<file path="src/hw/rtl/calendar_date_arithmetic_core_assert.svh">
// Assertion macros for the date arithmetic core
`ifndef CALENDAR_DATE_ARITHMETIC_CORE_ASSERT_SVH
`define CALENDAR_DATE_ARITHMETIC_CORE_ASSERT_SVH
`ifndef SYNTHESIS
`define CDA_ASSERT_IMPL(label, clk, rst, ante, cons) \
   label: assert property (@(posedge clk) disable iff (rst) (ante) |-> (cons)) \
      else $error("assertion failed");
`define CDA_ASSERT_NEXT(label, clk, rst, ante, cons) \
   label: assert property (@(posedge clk) disable iff (rst) (ante) |=> (cons)) \
      else $error("assertion failed");
`else
`define CDA_ASSERT_IMPL(label, clk, rst, ante, cons)
`define CDA_ASSERT_NEXT(label, clk, rst, ante, cons)
`endif
`endif

</file>
<file path="src/hw/rtl/cda_pkg.sv">
package cda_pkg;
   localparam logic [1:0] OP_ADD = 2'd0;
   localparam logic [1:0] OP_SUB = 2'd1;
   localparam logic [1:0] OP_CMP = 2'd2;
   localparam logic [1:0] OP_NOP = 2'd3;
   localparam logic [21:0] MAX_DAYNUM = 22'd3652058;

   typedef struct packed {
      logic [1:0]         op;
      logic signed [22:0] n1;
      logic signed [22:0] n2;
      logic signed [21:0] off;
   } job_type;

   function automatic logic [8:0] cum_days(input logic [3:0] m);
      logic [8:0] r;
      begin
         case (m)
            4'd1: r = 9'd0;
            4'd2: r = 9'd31;
            4'd3: r = 9'd59;
            4'd4: r = 9'd90;
            4'd5: r = 9'd120;
            4'd6: r = 9'd151;
            4'd7: r = 9'd181;
            4'd8: r = 9'd212;
            4'd9: r = 9'd243;
            4'd10: r = 9'd273;
            4'd11: r = 9'd304;
            default: r = 9'd334;
         endcase
         return r;
      end
   endfunction

   function automatic logic [4:0] month_len(input logic [3:0] m, input logic leap);
      logic [4:0] r;
      begin
         case (m)
            4'd2: r = leap ? 5'd29 : 5'd28;
            4'd4, 4'd6, 4'd9, 4'd11: r = 5'd30;
            default: r = 5'd31;
         endcase
         return r;
      end
   endfunction

   // y/4 divisible by 25 via the inverse of 25 mod 4096 (valid for y/4 < 4096)
   function automatic logic leap_year(input logic [13:0] y);
      logic [23:0] prod;
      logic        div25;
      begin
         prod = 24'(y[13:2]) * 24'd3113;
         div25 = (prod[11:0] <= 12'd163);
         return (y[1:0] == 2'd0) && (!div25 || y[3:0] == 4'd0);
      end
   endfunction
endpackage

</file>
<file path="src/hw/rtl/cda_front.sv">
// Front: clamps year and month, turns the date (both dates for compare) into a day
// number; loops over years by 400/100/4/1 strides (subtract-based), one stride per cycle.
module cda_front (
   input  logic              clock,
   input  logic              reset,
   input  logic              start,
   output logic              busy,
   input  logic [1:0]        req_operation,
   input  logic [13:0]       req_year,
   input  logic [3:0]        req_month,
   input  logic [4:0]        req_day,
   input  logic [20:0]       req_offset_days,
   input  logic [13:0]       req_other_year,
   input  logic [3:0]        req_other_month,
   input  logic [4:0]        req_other_day,
   output logic              job_valid,
   output cda_pkg::job_type  job,
   input  logic              job_ready
);
   localparam logic [2:0] S_IDLE = 3'd0;
   localparam logic [2:0] S_CONV = 3'd1;
   localparam logic [2:0] S_PUSH = 3'd2;

   logic [2:0] state_ff, state_in;
   logic       sel_ff, sel_in;
   logic [13:0] p_ff, p_in;
   logic [22:0] acc_ff, acc_in;
   logic [13:0] y2_ff, y2_in;
   logic [3:0]  m2_ff, m2_in;
   logic [4:0]  d2_ff, d2_in;
   cda_pkg::job_type job_ff, job_in;

   function automatic logic [13:0] cy(input logic [13:0] y);
      return (y == 14'd0) ? 14'd1 : ((y > 14'd9999) ? 14'd9999 : y);
   endfunction
   function automatic logic [3:0] cm(input logic [3:0] m);
      return (m == 4'd0) ? 4'd1 : ((m > 4'd12) ? 4'd12 : m);
   endfunction
   function automatic logic [22:0] base(input logic [13:0] y, input logic [3:0] m,
                                        input logic [4:0] d);
      logic [13:0] yy;
      logic [3:0]  mm;
      logic        lp;
      begin
         yy = cy(y);
         mm = cm(m);
         lp = cda_pkg::leap_year(yy);
         return 23'(cda_pkg::cum_days(mm)) + 23'((mm > 4'd2 && lp) ? 1 : 0)
                + 23'(d) - 23'd1;
      end
   endfunction

   logic [22:0] step;
   logic [13:0] dec;
   always_comb begin
      if (p_ff >= 14'd400) begin
         step = 23'd146097; dec = 14'd400;
      end else if (p_ff >= 14'd100) begin
         step = 23'd36524; dec = 14'd100;
      end else if (p_ff >= 14'd4) begin
         step = 23'd1461; dec = 14'd4;
      end else begin
         step = 23'd365; dec = 14'd1;
      end
   end

   assign busy = (state_ff != S_IDLE);
   assign job_valid = (state_ff == S_PUSH);
   assign job = job_ff;

   always_comb begin
      state_in = state_ff;
      sel_in = sel_ff;
      p_in = p_ff;
      acc_in = acc_ff;
      y2_in = y2_ff;
      m2_in = m2_ff;
      d2_in = d2_ff;
      job_in = job_ff;
      case (state_ff)
         S_IDLE: begin
            if (start) begin
               job_in.op = req_operation;
               job_in.off = 22'(signed'(req_offset_days));
               job_in.n2 = '0;
               p_in = cy(req_year) - 14'd1;
               acc_in = base(req_year, req_month, req_day);
               y2_in = req_other_year;
               m2_in = req_other_month;
               d2_in = req_other_day;
               sel_in = 1'b0;
               state_in = S_CONV;
            end
         end
         S_CONV: begin
            if (p_ff == 14'd0) begin
               if (!sel_ff) begin
                  job_in.n1 = signed'(acc_ff);
                  if (job_ff.op == cda_pkg::OP_CMP) begin
                     sel_in = 1'b1;
                     p_in = cy(y2_ff) - 14'd1;
                     acc_in = base(y2_ff, m2_ff, d2_ff);
                  end else begin
                     state_in = S_PUSH;
                  end
               end else begin
                  job_in.n2 = signed'(acc_ff);
                  state_in = S_PUSH;
               end
            end else begin
               p_in = p_ff - dec;
               acc_in = acc_ff + step;
            end
         end
         S_PUSH: begin
            if (job_ready) state_in = S_IDLE;
         end
         default: state_in = S_IDLE;
      endcase
   end

   always_ff @(posedge clock) begin
      if (reset) begin
         state_ff <= S_IDLE;
      end else begin
         state_ff <= state_in;
      end
      sel_ff <= sel_in;
      p_ff <= p_in;
      acc_ff <= acc_in;
      y2_ff <= y2_in;
      m2_ff <= m2_in;
      d2_ff <= d2_in;
      job_ff <= job_in;
   end
endmodule

</file>
<file path="src/hw/rtl/cda_queue.sv">
// Two-entry job queue between front and back
module cda_queue (
   input  logic             clock,
   input  logic             reset,
   input  logic             in_valid,
   output logic             in_ready,
   input  cda_pkg::job_type in_job,
   output logic             out_valid,
   input  logic             out_ready,
   output cda_pkg::job_type out_job
);
   cda_pkg::job_type mem_ff [2];
   logic       wp_ff, rp_ff;
   logic [1:0] cnt_ff;
   logic       push, pop;

   assign in_ready = (cnt_ff != 2'd2);
   assign out_valid = (cnt_ff != 2'd0);
   assign out_job = mem_ff[rp_ff];
   assign push = in_valid && in_ready;
   assign pop = out_valid && out_ready;

   always_ff @(posedge clock) begin
      if (reset) begin
         wp_ff <= 1'b0;
         rp_ff <= 1'b0;
         cnt_ff <= 2'd0;
      end else begin
         if (push) wp_ff <= ~wp_ff;
         if (pop) rp_ff <= ~rp_ff;
         cnt_ff <= cnt_ff + 2'(push) - 2'(pop);
      end
      if (push) mem_ff[wp_ff] <= in_job;
   end
endmodule

</file>
<file path="src/hw/rtl/cda_back.sv">
// Back: applies the operation and, for add or subtract, turns the day number back into
// a date, one year stride or one month per cycle.
module cda_back (
   input  logic              clock,
   input  logic              reset,
   input  logic              job_valid,
   output logic              job_ready,
   input  cda_pkg::job_type  job,
   output logic              rsp_valid,
   output logic [13:0]       rsp_result_year,
   output logic [3:0]        rsp_result_month,
   output logic [4:0]        rsp_result_day,
   output logic [22:0]       rsp_day_difference,
   output logic              rsp_is_less,
   output logic              rsp_is_equal,
   output logic              rsp_range_error,
   output logic              idle
);
   localparam logic [2:0] S_IDLE = 3'd0;
   localparam logic [2:0] S_CLIP = 3'd1;
   localparam logic [2:0] S_YEAR = 3'd2;
   localparam logic [2:0] S_MON  = 3'd3;
   localparam logic [2:0] S_OUT  = 3'd4;

   logic [2:0] state_ff, state_in;
   logic signed [23:0] t_ff, t_in;
   logic [21:0] r_ff, r_in;
   logic [13:0] y_ff, y_in;
   logic [3:0]  m_ff, m_in;
   logic [1:0]  c100_ff, c100_in;
   logic [1:0]  c1_ff, c1_in;
   logic        err_ff, err_in;
   logic [1:0]  op_ff, op_in;
   logic [22:0] diff_ff, diff_in;
   logic        lt_ff, lt_in, eq_ff, eq_in;
   logic        vout_ff, vout_in;

   logic leap;
   logic [4:0] mlen;
   assign leap = cda_pkg::leap_year(y_ff);
   assign mlen = cda_pkg::month_len(m_ff, leap);

   assign job_ready = (state_ff == S_IDLE);
   assign idle = (state_ff == S_IDLE) && !job_valid;

   always_comb begin
      state_in = state_ff;
      t_in = t_ff; r_in = r_ff; y_in = y_ff; m_in = m_ff;
      c100_in = c100_ff; c1_in = c1_ff; err_in = err_ff; op_in = op_ff;
      diff_in = diff_ff; lt_in = lt_ff; eq_in = eq_ff;
      vout_in = 1'b0;
      case (state_ff)
         S_IDLE: begin
            if (job_valid) begin
               op_in = job.op;
               err_in = 1'b0;
               diff_in = 23'(job.n1 - job.n2);
               lt_in = job.n1 < job.n2;
               eq_in = job.n1 == job.n2;
               t_in = (job.op == cda_pkg::OP_ADD) ? 24'(job.n1) + 24'(job.off)
                                                  : 24'(job.n1) - 24'(job.off);
               if (job.op == cda_pkg::OP_ADD || job.op == cda_pkg::OP_SUB)
                  state_in = S_CLIP;
               else
                  state_in = S_OUT;
            end
         end
         S_CLIP: begin
            if (t_ff < 0) begin
               r_in = '0; err_in = 1'b1;
            end else if (t_ff > signed'({2'b00, cda_pkg::MAX_DAYNUM})) begin
               r_in = cda_pkg::MAX_DAYNUM; err_in = 1'b1;
            end else begin
               r_in = t_ff[21:0];
            end
            y_in = 14'd1; m_in = 4'd1; c100_in = '0; c1_in = '0;
            state_in = S_YEAR;
         end
         S_YEAR: begin
            if (r_ff >= 22'd146097) begin
               r_in = r_ff - 22'd146097; y_in = y_ff + 14'd400;
            end else if (r_ff >= 22'd36524 && c100_ff != 2'd3) begin
               r_in = r_ff - 22'd36524; y_in = y_ff + 14'd100; c100_in = c100_ff + 2'd1;
            end else if (r_ff >= 22'd1461) begin
               r_in = r_ff - 22'd1461; y_in = y_ff + 14'd4;
            end else if (r_ff >= 22'd365 && c1_ff != 2'd3) begin
               r_in = r_ff - 22'd365; y_in = y_ff + 14'd1; c1_in = c1_ff + 2'd1;
            end else begin
               state_in = S_MON;
            end
         end
         S_MON: begin
            if (m_ff != 4'd12 && r_ff >= 22'(mlen)) begin
               r_in = r_ff - 22'(mlen); m_in = m_ff + 4'd1;
            end else begin
               state_in = S_OUT;
            end
         end
         S_OUT: begin
            vout_in = 1'b1;
            state_in = S_IDLE;
         end
         default: state_in = S_IDLE;
      endcase
   end

   logic arith, cmp;
   assign arith = (op_ff == cda_pkg::OP_ADD) || (op_ff == cda_pkg::OP_SUB);
   assign cmp = (op_ff == cda_pkg::OP_CMP);
   assign rsp_valid = vout_ff;
   assign rsp_result_year = arith ? y_ff : '0;
   assign rsp_result_month = arith ? m_ff : '0;
   assign rsp_result_day = arith ? 5'(r_ff) + 5'd1 : '0;
   assign rsp_range_error = arith & err_ff;
   assign rsp_day_difference = cmp ? diff_ff : '0;
   assign rsp_is_less = cmp & lt_ff;
   assign rsp_is_equal = cmp & eq_ff;

   always_ff @(posedge clock) begin
      if (reset) begin
         state_ff <= S_IDLE;
         vout_ff <= 1'b0;
      end else begin
         state_ff <= state_in;
         vout_ff <= vout_in;
      end
      t_ff <= t_in; r_ff <= r_in; y_ff <= y_in; m_ff <= m_in;
      c100_ff <= c100_in; c1_ff <= c1_in; err_ff <= err_in; op_ff <= op_in;
      diff_ff <= diff_in; lt_ff <= lt_in; eq_ff <= eq_in;
   end
endmodule

</file>
<file path="src/hw/rtl/calendar_date_arithmetic_core.sv">
// Flow: the front converts the date to a day number, one year stride per cycle (both dates
// for compare), and hands the job through a two-entry queue to the back, which takes year
// strides and then months; a result waits for earlier items still in the back.
// The front takes a new request once it has handed its job to the queue, so requests can
// overlap work in the back. Result strobe lasts one cycle; the receiver cannot stall.
// Synchronous active-high reset clears all control state.
`include "calendar_date_arithmetic_core_assert.svh"
module calendar_date_arithmetic_core (
   input  logic        clock,
   input  logic        reset,
   input  logic        start,
   output logic        busy,
   input  logic [1:0]  req_operation,
   input  logic [13:0] req_year,
   input  logic [3:0]  req_month,
   input  logic [4:0]  req_day,
   input  logic signed [20:0] req_offset_days,
   input  logic [13:0] req_other_year,
   input  logic [3:0]  req_other_month,
   input  logic [4:0]  req_other_day,
   output logic        rsp_valid,
   output logic [13:0] rsp_result_year,
   output logic [3:0]  rsp_result_month,
   output logic [4:0]  rsp_result_day,
   output logic signed [22:0] rsp_day_difference,
   output logic        rsp_is_less,
   output logic        rsp_is_equal,
   output logic        rsp_range_error
);
   logic f_valid, f_ready, b_valid, b_ready, b_idle;
   cda_pkg::job_type f_job, b_job;
   logic [22:0] diff_raw;

   cda_front u_front (
      .clock, .reset, .start, .busy,
      .req_operation, .req_year, .req_month, .req_day,
      .req_offset_days(req_offset_days),
      .req_other_year, .req_other_month, .req_other_day,
      .job_valid(f_valid), .job(f_job), .job_ready(f_ready)
   );

   cda_queue u_queue (
      .clock, .reset,
      .in_valid(f_valid), .in_ready(f_ready), .in_job(f_job),
      .out_valid(b_valid), .out_ready(b_ready), .out_job(b_job)
   );

   cda_back u_back (
      .clock, .reset,
      .job_valid(b_valid), .job_ready(b_ready), .job(b_job),
      .rsp_valid, .rsp_result_year, .rsp_result_month, .rsp_result_day,
      .rsp_day_difference(diff_raw), .rsp_is_less, .rsp_is_equal,
      .rsp_range_error, .idle(b_idle)
   );
   assign rsp_day_difference = signed'(diff_raw);

   `CDA_ASSERT_IMPL(a_lt_eq_excl, clock, reset, rsp_valid, !(rsp_is_less && rsp_is_equal))
   `CDA_ASSERT_IMPL(a_eq_zero, clock, reset, rsp_valid && rsp_is_equal, rsp_day_difference == 23'sd0)
   `CDA_ASSERT_NEXT(a_strobe_one, clock, reset, rsp_valid, !rsp_valid)
   `CDA_ASSERT_NEXT(a_idle_quiet, clock, reset, b_idle, !rsp_valid)
endmodule

</file>
<file path="config.mk">
export PLATFORM = sky130hd
export DESIGN_NAME = calendar_date_arithmetic_core
export DESIGN_NICKNAME = d
export VERILOG_FILES = /design/src/hw/rtl/cda_pkg.sv /design/src/hw/rtl/cda_front.sv /design/src/hw/rtl/cda_queue.sv /design/src/hw/rtl/cda_back.sv /design/src/hw/rtl/calendar_date_arithmetic_core.sv
export VERILOG_INCLUDE_DIRS = /design/src /design/src/hw/rtl
export SDC_FILE = /design/constraint.sdc
export NUM_CORES = 1
export LEC_CHECK = 0
export BUFFER_PORTS_ARGS = -buffer_cell sky130_fd_sc_hd__clkbuf_2
export CORE_MARGIN = 1.5
export CORE_UTILIZATION = 35
export DETAILED_ROUTE_END_ITERATION = 10
export PLACE_DENSITY = 0.56
export SYNTH_ARGS = -nofsm -noshare
export SYNTH_HDL_FRONTEND = slang
export SYNTH_SLANG_ARGS = --single-unit
</file>
<file path="constraint.sdc">
create_clock -name clock -period 8.4 [get_ports clock]
set_input_delay 0.42 -clock clock [delete_from_list [all_inputs] [get_ports clock]]
set_output_delay 0.42 -clock clock [all_outputs]
set_load 0.02 [all_outputs]
</file>
==> metrics.cfg, run 1 <==
[run_status]
outcome=finished, final reports clean

[critical_path]
critPathMaxFanout=11
required_ns=8.80
ff2ff_path_depth=31
crit_arrival_ns=7.69
timing.rr.end=u_front.acc_ff[22]
cp_slowest_stage_delay_ns=0.58
ff2ff_setup_slack_ns=1.11
reg2reg_from=u_front.y2_ff[7]
slowest_stage=or4_1
worst_setup_path_start_kind=flip-flop
criticalPathCategory=flip-flop to flip-flop
end_kind=flip-flop
crit_top_cell=inv_1

[place]
dpl.hpwl_um=49800
place_congestion=0.905
portBuffers=122

[grt]
grt_max_degree=70
grt_pass1_vias=18200
antenna_found_initial=1
grt.total_usage_pct=18.0
gr-total-overflow=0
grt_pass1_wl_um=102000

[timing]
relSlewSlack_pct=33.0
rsz0062_at_grt=no
tightest_slew_ns=1.00
setup_viol=0
period_minus_slack_ns=7.29
fin_crit_sh_pct=86.8
fmax_mhz=137
fin_skew_ns=0.0164
finalHoldViolCount=0
tns_ns=0
slew_violations=0

[finish]
antenna_cells=0
layout-drive-gt1-share_pct=10.7
nNetsFinal=2800
area_growth_pct=12.9
fin_util_pct=39.9

[clock_tree]
clock_path_buffers=3
clk_latency_ns=0.57
cts-buffers-inserted=44
cts_tree=yes
htreeDepth=2
cts_sinks=375
cts-resized-gates=0
clockRootBuffer=clkbuf_16
cts.clk_slew.worst_paths_ns=0.06

[floorplanning]
die_area_um2=72400
coreArea_um2=70000
die_y_um=269
initial_utilization_pct=35.4
fp.dieW_um=269
ioPinCount=123
rows=97

[drt]
viasPerCell=5.29
wl_per_cell_um=18.8
first_pass_iters=5
ant_nets=0
drc=0
num_vias=18400
wl_um=65500
first_iter_violations=1446

[power]
p_per_area_nw_per_um2=270
ir_worst_vdd_mv=0.159
leakage_uw=0.0108

[yosys]
yosys.cell_types.count=86
syn-num-nets=2681
yosys_warnings=0
syn_inst=2382
synthArstFlopShare_pct=0
synth-seq-cells=375
netlist_area_um2=24800
synthFlopType=edfxtp_1
synth_edf_count=364
syn_area_per_cell_um2=10.4
synth_seq_area_share_pct=45.0

[hold_path]
hold_depth=1
hold_class=input pin to flip-flop
min_from=req_offset_days[12]
whs_endpoint=u_front.job[12]

[run]
drv_cap=0

## worst max-delay path, delay by kind of cell (launching register included)
kind,cells,cell delay [ns]
compound gates,11,2.09
xor+xnor,1,0.13
fa+ha+maj,7,2.35
buf+inv,5,0.26
flops,1,0.44
simple gates,7,1.85
## cells in the mapped netlist (all sizes together) (19+ instances only)
| cell | number | area, um2 |
|---|---|---|
| a211oi | 22 | 165 |
| a21o | 41 | 308 |
| a21oi | 146 | 738 |
| a31oi | 27 | 169 |
| and2 | 64 | 400 |
| buf | 26 | 136 |
| clkbuf | 62 | 233 |
| edfxtp | 364 | 10900 |
| fa | 23 | 460 |
| ha | 204 | 2550 |
| inv | 160 | 601 |
| mux2 | 25 | 282 |
| mux2i | 41 | 410 |
| nand2 | 140 | 526 |
| nand2b | 36 | 233 |
| nand3 | 51 | 255 |
| nor2 | 176 | 671 |
| nor2b | 35 | 219 |
| nor3 | 62 | 310 |
| nor4 | 30 | 194 |
| o21a | 33 | 248 |
| o21ai | 150 | 762 |
| o31ai | 19 | 143 |
| or3 | 22 | 143 |
| xnor2 | 128 | 1120 |
| xor2 | 65 | 569 |
## sequential cells by signal, indices dropped and copies added, names as in the netlist, 3 cells and up, named ones only
name             flops
u_front.d2_ff        5
u_front.m2_ff        4
u_back.t_ff         24
u_front.y2_ff       14
u_queue.mem_ff     138
u_front.job         69
u_back.y_ff         14
u_back.diff_ff      23
u_front.acc_ff      23
u_front.p_ff        14
u_back.state_ff      3
u_back.r_ff         22
u_back.m_ff          4
## where the power goes
part           total (uW)  leakage, uW  switching, uW  internal (uW)
logic                2940      0.00661           1750           1190
clock network        1850     0.000685            773           1080
registers            2760      0.00348            299           2460
## kinds of logic after synthesis
logic type / after synthesis / share of synthesized area [%]
XOR/XNOR: 193 / 6.83
adder cells (fa/ha/maj): 227 / 12.2
flip-flops: 375 / 45.0
AND/OR/NAND/NOR: 695 / 14.2
multiplexers: 66 / 2.79
AO/OA/AOI/OAI: 578 / 15.0
buffers and inverters: 248 / 3.92
## area by class of cell
type                       count  area [um2]
timing repair buffer         161         953
sequential                   375       11200
fill                        6850       42100
inverter                     160         601
clock buffer                  58        1200
tap                          940        1180
clock inverter                24         198
multi-input combinational   1759       12700
## routing by layer
metal | wire [um] | vias to the layer above | part of all wire [%] | global-route usage (%)
li1 | - | 8996 | - | -
met1 | 29000 | 8809 | 44 | 23.2
met2 | 31600 | 471 | 48 | 31.0
met3 | 3000 | 109 | 4.6 | 2.51
met4 | 1920 | 2 | 2.9 | 5.78
met5 | 15 | - | 0.023 | 0
## stage by stage
step | total power, uW | area [um2] | worst slack (ns) | std cells | hold WS (ns)
after floorplan | 4890 | 24800 | 1.19 | 2382 | 0.421
after global placement | 5660 | 26400 | 1.18 | 3375 | 0.422
after detailed placement | 5710 | 26400 | 1.06 | 3375 | 0.432
after CTS | 7600 | 28000 | 1.08 | 3477 | 0.000827
after global routing | 8040 | 28000 | 0.681 | 3477 | 0.00378
final | 7550 | 28000 | 1.11 | 3477 | 0.0308
## cells in the final DEF, fill, tap and decap left out, types with 22 or more instances in the layout
| cell | instances |
|---|---|
| nor2b_1 | 33 |
| nor3_1 | 62 |
| xor2_1 | 65 |
| nand2_1 | 140 |
| nor4_1 | 28 |
| nor2_1 | 172 |
| a211oi_1 | 22 |
| nand2b_1 | 35 |
| xnor2_1 | 128 |
| fa_1 | 23 |
| mux2_2 | 25 |
| edfxtp_1 | 364 |
| o21ai_0 | 144 |
| and2_1 | 62 |
| ha_1 | 204 |
| clkbuf_2 | 122 |
| nand3_1 | 51 |
| a21o_1 | 41 |
| clkbuf_16 | 45 |
| mux2i_1 | 41 |
| a21oi_1 | 144 |
| a31oi_1 | 27 |
| o21a_1 | 33 |
| inv_1 | 159 |
## what timing repair did
item,in CTS,in global routing
hold endpoints to repair,20,0
buffers inserted,0,0
hold buffers,20,0
## worst max-delay path by stage
stage	start	end	slack, ns	depth (start not counted)
final	u_front.y2_ff[7]	u_front.acc_ff[22]	1.11	31
after global routing	u_front.y2_ff[7]	u_front.acc_ff[22]	0.68	31
after CTS	u_front.y2_ff[7]	u_front.acc_ff[22]	1.08	31
after detailed placement	req_year[7]	u_front.acc_ff[14]	1.06	33
after global placement	req_year[7]	u_front.acc_ff[12]	1.18	33
after floorplan	u_back.state_ff[0]	u_queue.cnt_ff[1]	1.19	8
(Power assumes the default switching activity.)
==> run 2, diff against run 1 <==
Settings changed: CAP_MARGIN from default to 20, GPL_TIMING_DRIVEN from default to 0.
==> run 2 against run 1 <==
Net effect:
- sequential cell count unchanged
- global-route usage increased by 1.3 points
- wire length is 6.8% higher
- sequential power is 4% lower
- sequential share of layout area is 0.79 points lower
- non-clock buffer count increased by 90
- worst setup slack lost 0.41 ns
- critical endpoint is now u_front.acc_ff[18]
- largest cell class unchanged
- largest power group unchanged
==> metrics.cfg, run 2 (synthesis results as in run 1) <==
[finish]
regMostFlops=u_queue.mem_ff
final_cells=3565
nNetsFinal=2889
layout-drive-gt1-share_pct=10.7
area_growth_pct=15.2
layout_commonest_cell=edfxtp_1
seqCellArea_um2=11200
nFillCells=6800
design_area_um2=28500
layout_common_cells=edfxtp_1, ha_1, nor2_1
largest_register_ff_count=138
multi_input_area_um2=12700

[clock_tree]
clk_latency_ns=0.60
cts_sinks=375
htreeDepth=2
cts_tree=yes
clockRootBuffer=clkbuf_16
cts.clk_slew.worst_paths_ns=0.06
clock_path_buffers=3
cts_setup_buffers=0
cts-buffers-inserted=43

[timing]
fmax_mhz=130
period_minus_slack_ns=7.70
fin_skew_ns=0.0382
fin_crit_sh_pct=91.7
slew_violations=0
relSlewSlack_pct=31.8
tightest_slew_ns=1.02
rsz0062_at_grt=no
setup_viol=0
holdWs_ns=0.0330
finalHoldViolCount=0

[grt]
grt_pass1_vias=19000
gr-total-overflow=0
grt_max_degree=47
grt_pass1_wl_um=108000
grt.total_usage_pct=19.3
antenna_found_initial=0

[critical_path]
slowest_stage=or4_1
reg2reg_from=u_front.y2_ff[7]
crit_arrival_ns=8.14
ff2ff_setup_slack_ns=0.70
critPathMaxFanout=10
crit_top_cell=inv_1
end_kind=flip-flop
required_ns=8.84
criticalPathCategory=flip-flop to flip-flop
worst_setup_path_start_kind=flip-flop
cp_slowest_stage_delay_ns=0.59
timing.rr.end=u_front.acc_ff[18]
ff2ff_path_depth=32

[power]
leakage_uw=0.0110
p_per_area_nw_per_um2=271
ir_worst_vdd_mv=0.157
p_total_uw=7740

[floorplanning]
coreArea_um2=70000
die_area_um2=72400
rows=97
initial_utilization_pct=35.4
die_y_um=269
ioPinCount=123
fp.dieW_um=269

[drt]
num_vias=18900
viasPerCell=5.31
wl_um=69900
wl_per_cell_um=19.6
first_iter_violations=1321
first_pass_iters=7
ant_nets=0
drc=0

[place]
portBuffers=119
dp.cells=3457
placed_area_um2=26800
place_congestion=0.943
dpl.hpwl_um=54500

[hold_path]
whs_endpoint=u_front.y2_ff[10]
hold_class=input pin to flip-flop
hold_depth=1
min_from=req_other_year[10]

[run]
drv_cap=0

[run_status]
outcome=finished, final reports clean

[run 2: cell types whose count changed in the layout (fill, tap and decap cells not counted), sizes merged]
cell,before,now
buf,19,42
bufinv,2,4
clkbuf,180,232
clkinv,15,16
clkinvlp,2,4
diode,0,1
dlygate4sd3,20,28
inv,165,164
[run 2: worst max-delay path by stage]
stage                       startpoint            endpoint  slack [ns]  cells after the start
floorplan           u_back.state_ff[0]   u_queue.cnt_ff[1]        1.19                      8
global placement    u_back.state_ff[0]   u_queue.cnt_ff[1]       -1.40                      8
detailed placement    u_front.y2_ff[7]  u_front.acc_ff[18]        0.70                     32
CTS                   u_front.y2_ff[7]  u_front.acc_ff[18]        0.70                     32
global route          u_front.y2_ff[7]  u_front.acc_ff[18]        0.12                     32
finish                u_front.y2_ff[7]  u_front.acc_ff[18]        0.70                     32
[run 2: area by class of cell]
cell class              count  area share [%]
clock buffers              51            3.95
well taps                 940            4.12
clock inverters            28            1.07
flip-flops and latches    375            39.1
multi-input cells        1759            44.5
repair buffers            163            3.90
plain buffers              88            1.29
diodes                      1         0.00877
inverters                 160            2.11
[run 2: stage by stage]
step	TNS, ns	util, %	worst slack (ns)
floorplan	0	-	1.19
global placement	-22.40	37.9	-1.40
detailed placement	0	38.3	0.701
CTS	0	40.7	0.698
global route	0	40.7	0.124
finish	0	40.7	0.700
[run 2: worst max-delay path, delay by kind of cell, from the launching register on]
kind                     cells  cell delay, ns
adder cells (fa/ha/maj)      7            2.40
AND/OR/NAND/NOR              7            1.86
buffers and inverters        6            0.56
AO/OA/AOI/OAI               11            2.19
XOR/XNOR                     1            0.13
flip-flops                   1            0.43
[run 2: timing repair]
action	4_1_cts	5_1_grt
hold buffers	28	0
endpoints found under the hold margin	28	0
gates resized for setup	0	0
[run 2: per-layer routing]
metal | up-vias | routed length [um] | track usage [%]
met5 | - | 0 | 0
met4 | 0 | 2490 | 7.79
met3 | 145 | 3400 | 2.25
met2 | 590 | 33700 | 33.3
met1 | 9026 | 30400 | 24.5
li1 | 9183 | - | -
[run 2: power breakdown]
part | total, uW | switching, uW | internal (uW)
registers | 2660 | 197 | 2460
clock network | 1900 | 801 | 1100
logic | 3190 | 1940 | 1250
==> run 3, diff against run 2 <==
Settings changed: RECOVER_POWER from default to 25.
==> run 3 against run 2 <==
Net effect:
- worst setup slack worse by 0.0086 ns
- clock skew hardly changed
- core utilization hardly changed
- critical path depth stayed put
- register-to-register slack hardly changed
- sequential share of layout area hardly changed
- first-iteration DRC count is 1.1% higher
- clock-buffer cell count stayed put
- wire length hardly changed
- largest power group unchanged
==> metrics.cfg, run 3 (synthesis results as in run 1) <==
[run_status]
outcome=finished, final reports clean

[floorplanning]
fp.dieW_um=269
die_area_um2=72400
initial_utilization_pct=35.4
die_y_um=269
coreArea_um2=70000
ioPinCount=123
rows=97

[drt]
first_iter_violations=1335
num_vias=18900
wl_um=69900
viasPerCell=5.31
ant_nets=0
first_pass_iters=5
wl_per_cell_um=19.6
drc=0

[finish]
regMostFlops=u_queue.mem_ff
layout_common_cells=edfxtp_1, ha_1, nor2_1
area_growth_pct=15.1
final_cells=3565
largest_register_ff_count=138
layout-drive-gt1-share_pct=10.4
layout_commonest_cell=edfxtp_1
nNetsFinal=2889
nFillCells=6805

[power]
leakage_uw=0.0109
p_per_area_nw_per_um2=271
ir_worst_vdd_mv=0.157

[timing]
rsz0062_at_grt=no
fin_skew_ns=0.0380
slew_violations=0
finalHoldViolCount=0
relSlewSlack_pct=31.8
tightest_slew_ns=1.02
fin_crit_sh_pct=91.8
setup_viol=0
tns_ns=0
fmax_mhz=130
period_minus_slack_ns=7.71

[critical_path]
cp-startpoint=u_front.y2_ff[7]
cp_slowest_stage_delay_ns=0.59
reg2reg_from=u_front.y2_ff[7]
crit_arrival_ns=8.14
criticalPathCategory=flip-flop to flip-flop
critPathMaxFanout=10
slowest_stage=or4_1
required_ns=8.83
end_kind=flip-flop
crit_top_cell=inv_1
worst_setup_path_start_kind=flip-flop

[grt]
grt_pass1_wl_um=108000
grt_pass1_vias=19000
use_met3_pct=2.25
gr-total-overflow=0
antenna_found_initial=0
use_met2_pct=33.3
grt_max_degree=47
grt-busiest-layer=met2
grt_use_met1_pct=24.5
grt.total_usage_pct=19.3

[clock_tree]
cts_setup_buffers=0
cts-buffers-inserted=43
htreeDepth=2
cts.clk_slew.worst_paths_ns=0.06
clock_path_buffers=3
clk_latency_ns=0.60
cts-resized-gates=0
cts_hold_buf=28
cts_tree=yes
clockRootBuffer=clkbuf_16
cts_sinks=375

[hold_path]
min_from=req_other_year[10]
hold_class=input pin to flip-flop

[run]
drv_cap=0

[place]
dp.cells=3457
portBuffers=119
place_congestion=0.943
dpl.hpwl_um=54500

[run 3: cell counts in the layout (fill, tap and decap cells not counted)]
Identical to the previous run, type by type.
[run 3: through the flow]
| stage | worst slack, ns | hold WS (ns) | utilization, % | area (um2) | total power, uW |
|---|---|---|---|---|---|
| global route | 0.124 | 0.0147 | 40.7 | 28500 | 8220 |
| CTS | 0.698 | 0.00302 | 40.7 | 28500 | 7790 |
| global placement | -1.40 | 0.422 | 37.9 | 26500 | 5780 |
| finish | 0.692 | 0.0333 | 40.7 | 28500 | 7740 |
| floorplan | 1.19 | 0.421 | - | 24800 | 4890 |
| detailed placement | 0.701 | 0.431 | 38.3 | 26800 | 5850 |
[run 3: layout make-up]
type                    instances  area (um2)  share of cell area [%]
diodes                          1        2.50                 0.00878
inverters                     160         601                    2.11
repair buffers                163        1100                    3.87
multi-input cells            1759       12700                    44.5
clock inverters                28         304                    1.07
plain buffers                  88         369                    1.29
clock buffers                  51        1130                    3.95
flip-flops and latches        375       11200                    39.1
well taps                     940        1180                    4.13
[run 3: metal layers]
layer / wire [um] / share of wire, % / up-vias
met5: 0 / 0 / -
met4: 2460 / 3.5 / 0
met3: 3340 / 4.8 / 141
met2: 33700 / 48 / 585
met1: 30500 / 44 / 9025
li1: - / - / 9186
[run 3: worst max-delay path, delay by kind of cell, from the launching register on]
family / cells / cell delay, ns
AO/OA/AOI/OAI: 11 / 2.19
buffers and inverters: 6 / 0.56
adder cells (fa/ha/maj): 7 / 2.40
flip-flops: 1 / 0.43
AND/OR/NAND/NOR: 7 / 1.87
XOR/XNOR: 1 / 0.13
[run 3: worst paths after layout]
path	endpoint	slack, ns	cells past startpoint
max	u_front.acc_ff[18]	0.69	32
min	u_front.y2_ff[10]	0.03	1
max reg2reg	u_front.acc_ff[18]	0.69	32
min reg2reg	u_queue.mem_ff[1][49]	0.44	0
[run 3: where the power goes]
part / internal (uW) / switching (uW) / leakage (uW)
logic: 1240 / 1940 / 0.00678
registers: 2460 / 197 / 0.00348
clock network: 1100 / 801 / 0.000690
